File: src/hdl/sui_pkg.sv
// Shared constants, payload types and controller states for the sort/dedup block.
package sui_pkg;

  localparam int unsigned MAX_ITEMS = 64;
  localparam int unsigned ID_BITS   = 19;
  localparam int unsigned ADDR_W    = $clog2(MAX_ITEMS);
  localparam int unsigned CNT_W     = $clog2(MAX_ITEMS + 1);

  typedef struct packed {
    logic [ID_BITS-1:0] vertex_id;
    logic               is_last;
  } in_t;

  typedef struct packed {
    logic [ID_BITS-1:0] unique_value;
    logic [CNT_W-1:0]   unique_count;
    logic               last_result;
    logic               items_dropped;
  } out_t;

  typedef enum logic [1:0] {
    S_FILL,
    S_SCAN,
    S_DRAIN,
    S_SEND
  } state_e;

endpackage

File: src/hdl/sui_ram.sv
// Generic single-port-write, single-port-read RAM with registered read data.
module sui_ram #(
  parameter int unsigned WIDTH = 8,
  parameter int unsigned DEPTH = 16
) (
  input  logic                     clk_i,
  input  logic                     we_i,
  input  logic [$clog2(DEPTH)-1:0] waddr_i,
  input  logic [WIDTH-1:0]         wdata_i,
  input  logic                     re_i,
  input  logic [$clog2(DEPTH)-1:0] raddr_i,
  output logic [WIDTH-1:0]         rdata_o
);

  logic [WIDTH-1:0] mem_q [DEPTH];
  logic [WIDTH-1:0] rdata_q;

  always_ff @(posedge clk_i) begin
    if (we_i) begin
      mem_q[waddr_i] <= wdata_i;
    end
    if (re_i) begin
      rdata_q <= mem_q[raddr_i];
    end
  end

  assign rdata_o = rdata_q;

endmodule

File: src/hdl/sort_unique_ids.sv
// Operation: one input transfer per cycle while loading; after the marked last item,
// (U+1) scan passes count the U distinct values of the N stored, then each result
// takes one more pass plus a load of the output register, which waits while the
// output is stalled. Every pass is one full read sweep of the value RAM (one read port).
// Reset clears all control state and counts; RAM contents stay undefined and are
// never read before being written for the current list.
module sort_unique_ids (
  input  logic           clk_i,
  input  logic           rst_ni,
  input  logic           in_valid_i,
  output logic           in_ready_o,
  input  sui_pkg::in_t   in_data_i,
  output logic           out_valid_o,
  input  logic           out_ready_i,
  output sui_pkg::out_t  out_data_o
);

  localparam int unsigned AW = sui_pkg::ADDR_W;
  localparam int unsigned CW = sui_pkg::CNT_W;
  localparam int unsigned IW = sui_pkg::ID_BITS;

  sui_pkg::state_e state_q, state_d;

  logic [CW-1:0] fill_q, fill_d;
  logic          ovf_q, ovf_d;
  logic [AW-1:0] idx_q, idx_d;
  logic          cmp_valid_q, cmp_valid_d;
  logic [IW-1:0] best_q, best_d;
  logic          found_q, found_d;
  logic [IW-1:0] thr_q, thr_d;
  logic          have_thr_q, have_thr_d;
  logic          emit_q, emit_d;
  logic [CW-1:0] uniq_q, uniq_d;
  logic [CW-1:0] sent_q, sent_d;
  logic          out_valid_q, out_valid_d;
  sui_pkg::out_t out_q, out_d;

  logic          in_xfer;
  logic          has_room;
  logic          ram_we;
  logic          ram_re;
  logic [IW-1:0] ram_rdata;
  logic          cand_ok;
  logic          scan_end;
  logic          out_free;
  logic          send_last;

  assign in_xfer   = in_valid_i && in_ready_o;
  assign has_room  = fill_q < CW'(sui_pkg::MAX_ITEMS);
  assign scan_end  = CW'(idx_q) == (fill_q - CW'(1));
  assign out_free  = !out_valid_q || out_ready_i;
  assign send_last = (sent_q + CW'(1)) == uniq_q;

  // Candidate: above the last value taken and below the best seen this pass.
  assign cand_ok = cmp_valid_q && (!have_thr_q || ram_rdata > thr_q) &&
                   (!found_q || ram_rdata < best_q);
  assign best_d  = cand_ok ? ram_rdata : best_q;

  // Fill writes and scan reads never share a cycle, so no forwarding is needed.
  sui_ram #(
    .WIDTH (IW),
    .DEPTH (sui_pkg::MAX_ITEMS)
  ) u_store (
    .clk_i   (clk_i),
    .we_i    (ram_we),
    .waddr_i (fill_q[AW-1:0]),
    .wdata_i (in_data_i.vertex_id),
    .re_i    (ram_re),
    .raddr_i (idx_q),
    .rdata_o (ram_rdata)
  );

  // Next state
  always_comb begin
    state_d = state_q;
    case (state_q)
      sui_pkg::S_FILL: begin
        if (in_xfer && in_data_i.is_last) begin
          state_d = sui_pkg::S_SCAN;
        end
      end
      sui_pkg::S_SCAN: begin
        if (scan_end) begin
          state_d = sui_pkg::S_DRAIN;
        end
      end
      sui_pkg::S_DRAIN: begin
        if (emit_q) begin
          state_d = sui_pkg::S_SEND;
        end else begin
          state_d = sui_pkg::S_SCAN;
        end
      end
      sui_pkg::S_SEND: begin
        if (out_free) begin
          state_d = send_last ? sui_pkg::S_FILL : sui_pkg::S_SCAN;
        end
      end
      default: state_d = sui_pkg::S_FILL;
    endcase
  end

  // Outputs and datapath
  always_comb begin
    in_ready_o  = 1'b0;
    ram_we      = 1'b0;
    ram_re      = 1'b0;
    fill_d      = fill_q;
    ovf_d       = ovf_q;
    idx_d       = idx_q;
    cmp_valid_d = 1'b0;
    found_d     = found_q | cand_ok;
    thr_d       = thr_q;
    have_thr_d  = have_thr_q;
    emit_d      = emit_q;
    uniq_d      = uniq_q;
    sent_d      = sent_q;
    out_valid_d = out_valid_q && !out_ready_i;
    out_d       = out_q;

    case (state_q)
      sui_pkg::S_FILL: begin
        in_ready_o = 1'b1;
        // Ready is always high here, so valid alone marks a transfer.
        if (in_valid_i) begin
          if (has_room) begin
            ram_we = 1'b1;
            fill_d = fill_q + CW'(1);
          end else begin
            ovf_d = 1'b1;
          end
          if (in_data_i.is_last) begin
            idx_d      = '0;
            found_d    = 1'b0;
            have_thr_d = 1'b0;
            emit_d     = 1'b0;
            uniq_d     = '0;
            sent_d     = '0;
          end
        end
      end
      sui_pkg::S_SCAN: begin
        ram_re      = 1'b1;
        cmp_valid_d = 1'b1;
        idx_d       = idx_q + AW'(1);
      end
      sui_pkg::S_DRAIN: begin
        idx_d   = '0;
        found_d = 1'b0;
        if (emit_q) begin
          thr_d      = best_d;
          have_thr_d = 1'b1;
        end else if (found_q || cand_ok) begin
          uniq_d     = uniq_q + CW'(1);
          thr_d      = best_d;
          have_thr_d = 1'b1;
        end else begin
          // Count known: rescan from the smallest value and emit.
          emit_d     = 1'b1;
          have_thr_d = 1'b0;
        end
      end
      sui_pkg::S_SEND: begin
        found_d = 1'b0;
        if (out_free) begin
          out_valid_d         = 1'b1;
          out_d.unique_value  = thr_q;
          out_d.unique_count  = uniq_q;
          out_d.last_result   = send_last;
          out_d.items_dropped = ovf_q;
          sent_d              = sent_q + CW'(1);
          if (send_last) begin
            fill_d = '0;
            ovf_d  = 1'b0;
          end
        end
      end
      default: ;
    endcase
  end

  always_ff @(posedge clk_i or negedge rst_ni) begin
    if (!rst_ni) begin
      state_q     <= sui_pkg::S_FILL;
      fill_q      <= '0;
      ovf_q       <= 1'b0;
      idx_q       <= '0;
      cmp_valid_q <= 1'b0;
      found_q     <= 1'b0;
      have_thr_q  <= 1'b0;
      emit_q      <= 1'b0;
      uniq_q      <= '0;
      sent_q      <= '0;
      out_valid_q <= 1'b0;
    end else begin
      state_q     <= state_d;
      fill_q      <= fill_d;
      ovf_q       <= ovf_d;
      idx_q       <= idx_d;
      cmp_valid_q <= cmp_valid_d;
      found_q     <= found_d;
      have_thr_q  <= have_thr_d;
      emit_q      <= emit_d;
      uniq_q      <= uniq_d;
      sent_q      <= sent_d;
      out_valid_q <= out_valid_d;
    end
  end

  always_ff @(posedge clk_i) begin
    best_q <= best_d;
    thr_q  <= thr_d;
    out_q  <= out_d;
  end

  assign out_valid_o = out_valid_q;
  assign out_data_o  = out_q;

endmodule
File: config.mk
export PLATFORM = sky130hd
export DESIGN_NAME = sort_unique_ids
export DESIGN_NICKNAME = d
export VERILOG_FILES = /design/src/hdl/sui_pkg.sv /design/src/hdl/sui_ram.sv /design/src/hdl/sort_unique_ids.sv
export SDC_FILE = /design/constraint.sdc
export NUM_CORES = 1
export LEC_CHECK = 0
export ABC_AREA = 0
export BUFFER_PORTS_ARGS = -buffer_cell sky130_fd_sc_hd__buf_2
export CORE_MARGIN = 2
export CORE_UTILIZATION = 30
export CTS_BUF_LIST = sky130_fd_sc_hd__clkbuf_4 sky130_fd_sc_hd__clkbuf_8 sky130_fd_sc_hd__clkbuf_16
export CTS_CLUSTER_DIAMETER = 40
export DETAILED_ROUTE_END_ITERATION = 16
export SETUP_SLACK_MARGIN = 0.05
export SYNTH_ARGS = -nofsm -noshare
export SYNTH_HDL_FRONTEND = slang
export SYNTH_SLANG_ARGS = --single-unit
File: constraint.sdc
create_clock -name clk_i -period 5.45 [get_ports clk_i]
set_input_delay 0 -clock clk_i [delete_from_list [all_inputs] [get_ports clk_i]]
set_output_delay 0 -clock clk_i [all_outputs]
set_load 0.02 [all_outputs]
==> impl_metrics.py <==
metrics = {
    "outcome": {
        "status": "finished, final reports clean",
    },
    "setup_path": {
        "worstPathArrival_ns": 4.11,
        "cp.depth": 7,
        "critPathBufInv": 2,
        "endpoint_kind": "register",
        "crit_type": "register to register",
        "crit_path_top_delay_cell": "nor2_2",
        "cp.required_ns": 5.91,
        "cp_top_family": "simple AND/OR/NAND/NOR gates",
        "cp_max_fo": 10,
        "start_kind": "register",
        "crit_path_cell_trace": "inv_1, ha_1, nand2_1, nor2_1, nand3_1, nor2_2, buf_4",
        "crit_path_max_incr_delay_ns": 0.86,
        "reg2reg_depth": 7,
    },
    "final_layout": {
        "num_antenna_cells": 0,
        "multi_input_area_um2": 11900,
        "fillers": 15600,
        "register_area_um2": 39800,
        "syn_to_final_growth_pct": 18.0,
        "fin_area_um2": 61500,
        "fin_nets": 2569,
        "drive_above_1_share": 0.343,
    },
    "placement": {
        "place_area_um2": 55800,
        "gp_congestion": 0.806,
        "place_ws_ns": 1.92,
        "hpwl_um": 69200,
        "port_buffers": 53,
    },
    "sta": {
        "finalCriticalPeriod_ns": 3.65,
        "tns_ns": 0,
        "slew_headroom": 0.150,
        "setup_violations": 0,
        "rsz0062_at_grt": "no",
        "finalMaxSlewViolations": 0,
        "worst_pin_slew_ns": 1.27,
        "finalHoldViolations": 0,
        "setup_slack_ns": 1.80,
        "max_freq_mhz": 274,
        "fin_worst_skew_ns": 0.0241,
        "period_share": 0.669,
    },
    "drt": {
        "drc": 0,
        "drt_iter0_markers": 2682,
        "num_vias": 24400,
        "ant_nets": 0,
        "dr.pass1.iters": 7,
        "wire_per_inst_um": 25.1,
        "avgViaCountPerCell": 4.93,
        "wl_um": 124000,
    },
    "floorplanning": {
        "dieWidth_um": 421,
        "rows": 152,
        "coreArea_um2": 172000,
        "die_h_um": 421,
        "initial_core_util": 0.303,
        "boundaryPins": 54,
        "die_area_um2": 177000,
    },
    "job": {
        "maxCapViolCount": 0,
    },
    "clocking": {
        "cts_sinks": 1336,
        "cts_buffer_depth": 3,
        "cts_tree": "built",
        "clkSlewWorstSetupHoldPaths_ns": 0.06,
        "htreeDepth": 4,
        "post_cts_resized": 0,
        "cts_buffers": 161,
        "holdBufCountCts": 17,
        "cts_setup_buffers": 0,
        "clk_latency_ns": 0.78,
        "clock-root-buffer": "clkbuf_16",
    },
    "synth": {
        "yosysMostFrequentCell": "edfxtp_1",
        "syn-cell-area_um2": 52100,
        "synthArstFlopShare": 0.0262,
        "ys.flop_type": "edfxtp_1",
        "synth_warnings": 0,
        "synth_area_leaders": "edfxtp_1 74%, mux4_2 17%, dfrtp_1 1.7%",
        "synth_top_area_cell": "edfxtp_1",
        "synth_commonest_cells": "1,282 x edfxtp_1, 399 x mux4_2, 98 x nor2_1, 53 x clkbuf_1, 52 x inv_1",
        "yosysSeqAreaShare": 0.763,
        "synth-edff-count": 1282,
        "synthDistinctLibCells": 64,
        "ys_ff_latch": 1336,
        "synth_top_area_share": 0.739,
        "synth.avg_cell_area_um2": 22.8,
        "syn_nets": 2360,
        "synthCells": 2290,
    },
    "pwr": {
        "vdd_drop_max_uv": 390,
        "leakage_nw": 19.0,
        "p_total_mw": 28.8,
        "powerDensity_nw_per_um2": 468,
    },
    "worst_hold_path": {
        "hold_path_depth": 1,
        "hp-class": "primary input to register",
    },
    "global_routing": {
        "gr-total-overflow": 0,
        "grt_pass1_wl_um": 178000,
        "antenna_found_initial": 20,
        "track_usage": 0.141,
        "grt_max_degree": 85,
        "grt_pass1_vias": 24600,
    },
}
==> state kept, by name (all words and copies together), names as in the netlist <==
name,cells
state_q,2
out_valid_o,1
best_q,19
u_store.mem_q,1216
out_data_o,28
uniq_q,7
fill_q,7
idx_q,6
found_q,1
have_thr_q,1
cmp_valid_q,1
ovf_q,1
u_store.rdata_o,19
emit_q,1
thr_q,19
sent_q,7
==> worst register-to-register path, delay by kind of cell (launching register included) <==
| kind | cells | cell delay (ns) |
|---|---|---|
| AND/OR/NAND/NOR | 4 | 2.19 |
| buffers and inverters | 2 | 0.49 |
| flip-flops | 1 | 0.44 |
| adder cells (fa/ha/maj) | 1 | 0.19 |
==> final cells by class <==
class / count / share of cell area
clock buffer: 185 / 0.0699
inverter: 52 / 0.00317
tap: 2310 / 0.0470
clock inverter: 112 / 0.0205
multi-input combinational: 795 / 0.193
sequential: 1336 / 0.647
timing repair buffer: 153 / 0.0194
==> cell usage in the layout (no fill, tap or decap), types with 9 or more instances in the layout <==
master,count
mux2_1,10
o21ai_0,16
inv_6,14
buf_4,73
clkbuf_4,19
dfrtp_1,30
dfxtp_1,19
buf_12,11
bufinv_16,18
mux2_2,10
dlygate4sd3_1,16
nor2_4,14
nand2_1,33
clkbuf_16,166
edfxtp_1,1282
clkinv_1,20
nor2_2,50
nand4_1,9
inv_1,52
mux4_2,399
clkinv_2,18
a21oi_1,18
clkinvlp_4,18
nand3_1,20
ha_1,45
nor2_1,34
xnor2_1,11
buf_2,53
==> per-stage QoR <==
| step | utilization | instances | hold WS [ns] |
|---|---|---|---|
| after global routing | 0.357 | 4943 | 0.0752 |
| after global placement | 0.324 | 4629 | 0.155 |
| after CTS | 0.357 | 4943 | 0.0270 |
| after floorplan | - | 2290 | -0.296 |
| after detailed placement | 0.324 | 4629 | 0.156 |
| final | 0.357 | 4943 | 0.0593 |
==> kinds of logic (layout without fill, tap and decap cells) <==
logic type | Yosys count | after routing | share of synthesized area
flip-flops | 1336 | 1336 | 0.763
XOR/XNOR | 20 | 20 | 0.00391
AND/OR/NAND/NOR | 212 | 212 | 0.0189
adder cells (fa/ha/maj) | 46 | 46 | 0.0110
AO/OA/AOI/OAI | 98 | 98 | 0.0132
buffers and inverters | 159 | 502 | 0.0131
multiplexers | 419 | 419 | 0.177
==> path summary, 6_finish.rpt <==
path | endpoint | slack, ns | startpoint
worst max-delay path | u_store.mem_q[19][4]$_DFFE_PP_ | 1.80 | state_q[0]$_DFFE_PN0P_
worst min-delay path | u_store.mem_q[30][3]$_DFFE_PP_ | 0.06 | in_data_i[4]
worst max register to register | u_store.mem_q[19][4]$_DFFE_PP_ | 1.80 | state_q[0]$_DFFE_PN0P_
worst min register to register | out_data_o[13]$_DFFE_PP_ | 0.45 | thr_q[4]$_DFFE_PP_
max in group asynchronous | idx_q[0]$_DFFE_PN0P_ | 4.94 | rst_ni
min in group asynchronous | uniq_q[3]$_DFFE_PN0P_ | 0.27 | rst_ni
==> metal layers <==
| metal | global-route usage | wire length (um) | vias to the layer above | share of wire |
|---|---|---|---|---|
| li1 | - | - | 10200 | - |
| met1 | 0.191 | 52000 | 13100 | 0.42 |
| met2 | 0.227 | 60200 | 928 | 0.48 |
| met3 | 0.0299 | 8980 | 188 | 0.072 |
| met4 | 0.0449 | 3000 | 6 | 0.024 |
| met5 | 0 | 41 | - | 0.00033 |
==> power by group <==
part           internal, mW  switching (mW)  total, mW
clock network          6.61            4.34       10.9
registers              11.8           0.471       12.3
logic                  2.56            3.00       5.55
(Power assumes the default switching activity.)
